File: config.mk
export PLATFORM = sky130hd
export DESIGN_NAME = pba_heap
export DESIGN_NICKNAME = d
export VERILOG_FILES = /design/src/rtl/pba_pkg.sv /design/src/rtl/pba_heap.sv
export SDC_FILE = /design/constraint.sdc
export NUM_CORES = 1
export LEC_CHECK = 0
export ABC_AREA = 0
export BUFFER_PORTS_ARGS = -buffer_cell sky130_fd_sc_hd__buf_4
export CAP_MARGIN = 20
export CORE_MARGIN = 1
export CORE_UTILIZATION = 51
export CTS_CLUSTER_SIZE = 8
export DETAILED_ROUTE_END_ITERATION = 10
export GPL_ROUTABILITY_DRIVEN = 0
export PLACE_DENSITY = 0.75
export SLEW_MARGIN = 40
export SYNTH_ARGS = -nofsm -noshare
export SYNTH_HDL_FRONTEND = slang
export SYNTH_SLANG_ARGS = --single-unit
File: constraint.sdc
create_clock -name clk -period 2.9 [get_ports clk]
set_clock_uncertainty 0.15 [all_clocks]
set_input_delay 0.435 -clock clk [delete_from_list [all_inputs] [get_ports clk]]
set_output_delay 0.435 -clock clk [all_outputs]
set_load 0.1 [all_outputs]
File: src/rtl/pba_pkg.sv
`timescale 1ns / 1ps
// Shared types and constants of the page bitmap allocator.
// Used by the heap, map and top-level modules; depends on nothing.
package pba_pkg;

	// Managed region geometry (page size and map word size are powers of two,
	// and the page count is a multiple of the map word size).
	localparam int PAGE_COUNT    = 8192;
	localparam int PAGE_BYTES    = 4096;
	localparam int MAP_WORD_BITS = 32;
	localparam int MAP_WORDS     = (PAGE_COUNT + MAP_WORD_BITS - 1) / MAP_WORD_BITS;

	localparam int PAGE_W   = $clog2(PAGE_COUNT);
	localparam int START_W  = PAGE_W + 1;
	localparam int WORD_W   = $clog2(MAP_WORDS);
	localparam int BIT_W    = $clog2(MAP_WORD_BITS);
	localparam int PB_SHIFT = $clog2(PAGE_BYTES);

	// Field widths.
	localparam int ADDR_W    = 32;
	localparam int FREE_W    = 14;
	localparam int FUP_W     = 14;
	localparam int OP_W      = 2;
	localparam int CFG_IDX_W = 2;

	// Size of the managed region in bytes, one bit wider than an address.
	localparam logic [ADDR_W:0] MAP_SPAN = (ADDR_W + 1)'(PAGE_COUNT) * (ADDR_W + 1)'(PAGE_BYTES);

	// Register reset values.
	localparam logic [ADDR_W-1:0] RAM_BASE_RST   = 32'h8000_0000;
	localparam logic [ADDR_W-1:0] HEAP_START_RST = 32'h0000_0000;
	localparam int                FUP_RST        = 1024;
	localparam logic [FUP_W-1:0]  FUP_RST_V      = FUP_W'(FUP_RST);

	// Map state right after reset: init with the reset register values.
	localparam int                 RESET_START_I = (FUP_RST > PAGE_COUNT) ? PAGE_COUNT : FUP_RST;
	localparam logic [START_W-1:0] RESET_START   = START_W'(RESET_START_I);
	localparam logic [FREE_W-1:0]  RESET_FREE    = FREE_W'(PAGE_COUNT - RESET_START_I);

	typedef enum logic [OP_W-1:0] {
		OP_INIT  = 2'd0,
		OP_ALLOC = 2'd1,
		OP_FREE  = 2'd2,
		OP_HEAP  = 2'd3
	} op_t;

	typedef enum logic [2:0] {
		ST_OK           = 3'd0,
		ST_OUT_OF_MEM   = 3'd1,
		ST_OUT_OF_RANGE = 3'd2,
		ST_ALREADY_FREE = 3'd3,
		ST_ZERO_SIZE    = 3'd4
	} status_t;

	typedef enum logic [CFG_IDX_W-1:0] {
		REG_RAM_BASE   = 2'd0,
		REG_HEAP_START = 2'd1,
		REG_FIRST_PAGE = 2'd2
	} reg_idx_t;

	// Command from the top level to the map engine.
	typedef struct packed {
		logic               init;
		logic               alloc;
		logic               free;
		logic [START_W-1:0] start;
		logic [PAGE_W-1:0]  page;
	} map_req_t;

	// Status from the map engine back to the top level.
	typedef struct packed {
		logic              idle;
		logic              done;
		status_t           status;
		logic [PAGE_W-1:0] page;
	} map_rsp_t;

endpackage

File: src/rtl/pba_heap.sv
`timescale 1ns / 1ps
// Bump allocator for the kernel heap: origin and pointer registers.
// Depends on pba_pkg.
module pba_heap (
	input  logic                          clk,
	input  logic                          arst_n,
	input  logic                          init,
	input  logic                          alloc,
	input  logic [pba_pkg::ADDR_W-1:0]    heap_start,
	input  logic [pba_pkg::ADDR_W-1:0]    request_bytes,
	output logic [pba_pkg::ADDR_W-1:0]    alloc_address,
	output pba_pkg::status_t              alloc_status,
	output logic [pba_pkg::ADDR_W-1:0]    bytes_used
);

	logic [pba_pkg::ADDR_W-1:0] origin_q;
	logic [pba_pkg::ADDR_W-1:0] pointer_q;
	logic [pba_pkg::ADDR_W-1:0] rounded_size;
	logic [pba_pkg::ADDR_W-1:0] aligned_start;
	logic                       zero_req;

	// Size rounds up to 8 bytes and may wrap to zero; start rounds up to 16.
	assign rounded_size  = (request_bytes + 32'd7) & ~32'd7;
	assign aligned_start = (heap_start + 32'd15) & ~32'd15;
	assign zero_req      = (request_bytes == '0);

	// Result of a heap request against the current pointer.
	assign alloc_address = zero_req ? '0 : pointer_q;
	assign alloc_status  = zero_req ? pba_pkg::ST_ZERO_SIZE : pba_pkg::ST_OK;
	assign bytes_used    = pointer_q - origin_q;

	// Heap registers.
	always_ff @(posedge clk or negedge arst_n) begin
		if (!arst_n) begin
			origin_q  <= '0;
			pointer_q <= '0;
		end else if (init) begin
			origin_q  <= aligned_start;
			pointer_q <= aligned_start;
		end else if (alloc && !zero_req) begin
			pointer_q <= pointer_q + rounded_size;
		end
	end

endmodule

==> run summary, run 1 <==
GR Util All Layers = 101%
Placed Cells = 1290
number of synthesized register bits = 57
EDFF count, synth = 0
clock sink count = 57
worst endpoint type = top-level output
sequential area share after synthesis = 22.2%
simple-gate share of the synthesized area = 22.8%
Synth Area in Compound Gates = 24.4%
TritonCTS buffer count = 9
# IOs = 135
die width = 114 um
post-GRT worst EP = bytes_used[30]
# hold bufs at CTS = 0
H-tree depth = 3
I/O Buffers = 126
Placed Area = 9500 um^2
post-DP HPWL = 16500 um
synth unique cells = 69
proportion of synthesized area in mux cells = 0.817%
Avg Cell Area, Syn = 7.83 um^2
Stopped at = 5_1_grt
XOR/XNOR Fraction of Synth Area = 12.5%
Post-Syn Instances = 822
status = aborted with a tool error
die height = 114 um
combinational family with the most area after synthesis = compound AO/OA/AOI/OAI gates
top_reg_cell synth = dfrtp_1
buffer depth of the longest clock path = 2
area share of fa/ha/maj cells after synthesis = 11.7%
Rows = 40
grt total ovfl = 1336
Initial Utilization = 52.9%
post-synthesis async set-or-reset flop share = 100%
largest net degree at the start of global routing = 64
root buffer cell = clkbuf_16
stop err = [ERROR GRT-0232] Routing congestion too high. Check the congestion heatmap in the GUI.
Mapped Area = 6430 um^2
yosys warns = 0
cell families after synthesis:
| kind of cell | count (synthesis) |
|---|---|
| AOI/OAI and AO/OA | 237 |
| adders and majority gates | 59 |
| DFF | 57 |
| other | 1 |
| xor gates and xnor gates | 92 |
| and+or+nand+nor | 291 |
| muxes | 5 |
| buffers and inverters | 80 |
routing by layer:
| metal | global-route usage, % | GRT overflow |
|---|---|---|
| met4 | 118 | 275 |
| met5 | 15.3 | 0 |
| met2 | 141 | 1043 |
| met3 | 70.5 | 11 |
| met1 | 87.8 | 7 |
Yosys cell counts, drive strengths merged, types with 13 or more instances:
cell    instances  share of area [%]
clkbuf         13               0.76
xnor2          53                7.2
dfrtp          57                 22
nor3           13                1.1
nand3          24                1.9
o21ai          38                3.0
nand2          71                4.1
nor2b          34                3.3
inv            44                2.6
xor2           39                5.3
a21o           19                2.2
ha             57                 11
o21a           31                3.6
nor2           75                4.4
nand4          16                1.7
a21oi          77                6.0
buf            23                2.2
stage by stage:
| stage | setup slack (ns) | TNS (ns) | util, % |
|---|---|---|---|
| after detailed placement | -0.931 | -20.61 | 78.1 |
| after global placement | -0.823 | -17.23 | 78.1 |
| after CTS | -0.916 | -16.21 | 87.6 |
| after floorplan | -1.64 | -18.31 | - |
what timing repair did:
item | in CTS
pin swaps | 87
setup buffers | 35
resized for setup | 143
setup endpoints to repair | 72
==> inputs of run 2 (changes only) <==
Settings changed: CORE_UTILIZATION 51 to 40, CTS_CLUSTER_SIZE 8 to default, PLACE_DENSITY 0.75 to default, PLACE_DENSITY_LB_ADDON from default to 0.15.
Clock period 2.9 ns to 3.75 ns, I/O delays scaled along.
==> run 2 against run 1 <==
Effect of this change: the flow now finishes, with violations (setup timing); synthesized area unchanged; synthesized cell count did not move.
==> run summary, run 2 <==
sequential area share after synthesis = 22.2% (unchanged)
# IOs = 135 (unchanged)
top-area cell type share of the netlist area = 22.2% (unchanged)
WL/cell = 14.9 um
largest net degree at the start of global routing = 85
synth unique cells = 69 (unchanged)
die height = 129 um (+13%)
DRT antenna net count = 0
Synth top cells by count = a21oi_1 (76), nor2_1 (75), nand2_1 (71)
Critical Path RT = 3.04 ns
worst setup path class = flip-flop to output pin
CTS clk-pin slew, worst paths = 0.05 ns
grt total ovfl = 0
Reg with most FFs = pointer_q
CP startpoint kind = flip-flop
vias in the first global route = 6432
Clk network pwr share = 13.3%
Regs by FF count = pointer_q (29), origin_q (28)
Gate power share = 72.8%
FMAX = 253 MHz
DR vias/cell = 5.25
H-tree depth = 3 (unchanged)
TritonCTS buffer count = 9 (unchanged)
pre-CTS setup slack = -0.314 ns (+0.617 ns)
Fill cells = 1472
post-DP HPWL = 15200 um (-7.8%)
Worst VDD drop = 0.496 mV
buffer depth of the longest clock path = 2 (unchanged)
Lkg Pwr = 4.29 nW
Diodes inserted = 0
register share of total power = 13.9%
GR Util All Layers = 22.9%
EDFF count, synth = 0 (unchanged)
Post-route DRC = 0
top_reg_cell synth = dfrtp_1
WL final = 18900 um
Worst-Skew Late Latency = 0.32 ns
failing checks = setup timing
Tmin final = 3.95 ns
Slew Limit Fails = 0
number of synthesized register bits = 57 (unchanged)
first-pass GRT wire length = 30000 um
CTS tree = done
unrepaired setup endpoints after global routing = yes
post-synthesis async set-or-reset flop share = 100% (unchanged)
I/O Buffers = 126 (unchanged)
Hold WC Path Type = flip-flop to flip-flop
Slew HR = 48.3%
DRT Pass-1 Iters = 7
yosys warns = 0 (unchanged)
max-cap violation count = 0
total power = 5.70 mW
layout cells sized above 1 = 32.0%
initial antenna violation count = 0
most common cell in the netlist = a21oi_1
met3 usage = 3.83%
met2 Usage GRT = 42.9%
Avg Cell Area, Syn = 7.83 um^2 (unchanged)
met1 usage = 27.2%
root buffer cell = clkbuf_16
Fin. Hold Viols = 0
clock sink count = 57 (unchanged)
crit-path max FO = 2
max reg flops = 29
Initial Utilization = 41.7% (-11 points)
# setup viols final = 5
area of the core = 15400 um^2
cell internal pwr = 2.60 mW
commonest non-fill, non-tap cell in the layout = buf_4
top cells by area, synth = dfrtp_1 (22%), ha_1 (11%), xnor2_1 (7.2%)
Mapped Area = 6430 um^2 (unchanged)
routed vias = 6693
Cell Pwr Density = 615 nW/um^2
worst-margin pin slew = 0.775 ns
P&R area growth vs syn = 44.2%
WP data arrival = 3.24 ns
Die Area = 16600 um^2
fin crit share = 105%
net switching power = 3.11 mW
die width = 129 um (+13%)
Final #Nets = 1185
status = finished, violations left
Switching Share = 54.5%
critical path endpoint category = output pin
Worst Slack Setup Final = -0.204 ns
Yosys top cell by area = dfrtp_1
most frequent cells in the layout = buf_4 (237), nor2_1 (72), nand2_1 (70)
grt peak-use layer = met2
Starting DRT DRC Count = 271
final core occ = 60.1%
Rows = 45 (+13%)
Post-Syn Instances = 822 (unchanged)
run 2: cell counts after synthesis:
Identical to the previous run, type by type.
run 2: critical path, stage by stage (launching register included):
cell and delay, ns:
dfrtp_1 0.36, inv_1 0.05, ha_1 0.30, and4_1 0.23, a221o_1 0.32, a31oi_1 0.22
a21oi_2 0.12, o31ai_4 0.22, or3_4 0.17, nand4_1 0.14, a2111o_1 0.41, o311ai_2 0.09
buf_6 0.27
run 2: path summary, 6_finish.rpt:
path                            slack, ns              to    startpoint  cells after the start
worst max-delay path                -0.20  bytes_used[30]  origin_q[10]                     12
worst min-delay path                 0.33     origin_q[8]   origin_q[8]                      1
worst max register to register       0.72   pointer_q[27]  pointer_q[7]                     13
worst min register to register       0.33     origin_q[8]   origin_q[8]                      1
max in group asynchronous            2.44   pointer_q[12]        arst_n                      3
min in group asynchronous            0.50    origin_q[23]        arst_n                      2
run 2: power groups by stage:
stage / registers (mW) / clock network, mW / logic, mW
final: 0.792 / 0.757 / 4.15
after detailed placement: 0.803 / 0 / 3.89
after global routing: 0.801 / 0.798 / 4.39
after global placement: 0.802 / 0 / 3.87
after floorplan: 0.762 / 0 / 2.93
after CTS: 0.794 / 0.768 / 4.05
run 2: kinds of logic after synthesis:
logic type,count (synthesis),share of synthesized area [%]
compound gates,237,24.4
xor+xnor,92,12.5
fa+ha+maj,59,11.7
buf+inv,80,5.50
flops,57,22.2
mux,5,0.817
other cells,1,0.0583
simple gates,291,22.8
run 2: layout make-up:
cell class / instances / area [um^2] / share of cell area [%]
Multi-Input combinational cell: 692 / 5120 / 55.2
Timing Repair Buffer: 254 / 2020 / 21.8
Sequential cell: 57 / 1430 / 15.4
Tap cell: 211 / 264 / 2.85
Clock buffer: 11 / 253 / 2.72
Inverter: 44 / 165 / 1.78
Clock inverter: 5 / 30.0 / 0.324
run 2: timing repair:
action | in CTS | in global routing
hold buffers | 0 | 1
pin swaps | 14 | 45
setup buffers | 8 | 9
resized for setup | 34 | 45
endpoints found under the setup margin | 8 | 23
endpoints found under the hold margin | 0 | 16
cloned | 0 | 0
run 2: routing by layer:
layer / up-vias / share of wire [%]
met5: - / 0
met4: 0 / 1.3
met3: 19 / 3.5
met2: 141 / 53
met1: 3139 / 42
li1: 3394 / -
run 2: through the flow:
stage | instances | hold slack (ns) | cell area, um^2 | setup TNS [ns]
floorplan | 829 | 0.117 | 6670 | -1.93
finish | 1274 | 0.331 | 9280 | -0.443
global placement | 1244 | 0.316 | 8540 | -1.63
detailed placement | 1244 | 0.321 | 8540 | -2.62
CTS | 1266 | 0.183 | 9000 | -0.650
global route | 1274 | 0.357 | 9280 | -1.89
No activity file was read; power rests on OpenSTA's default activity.
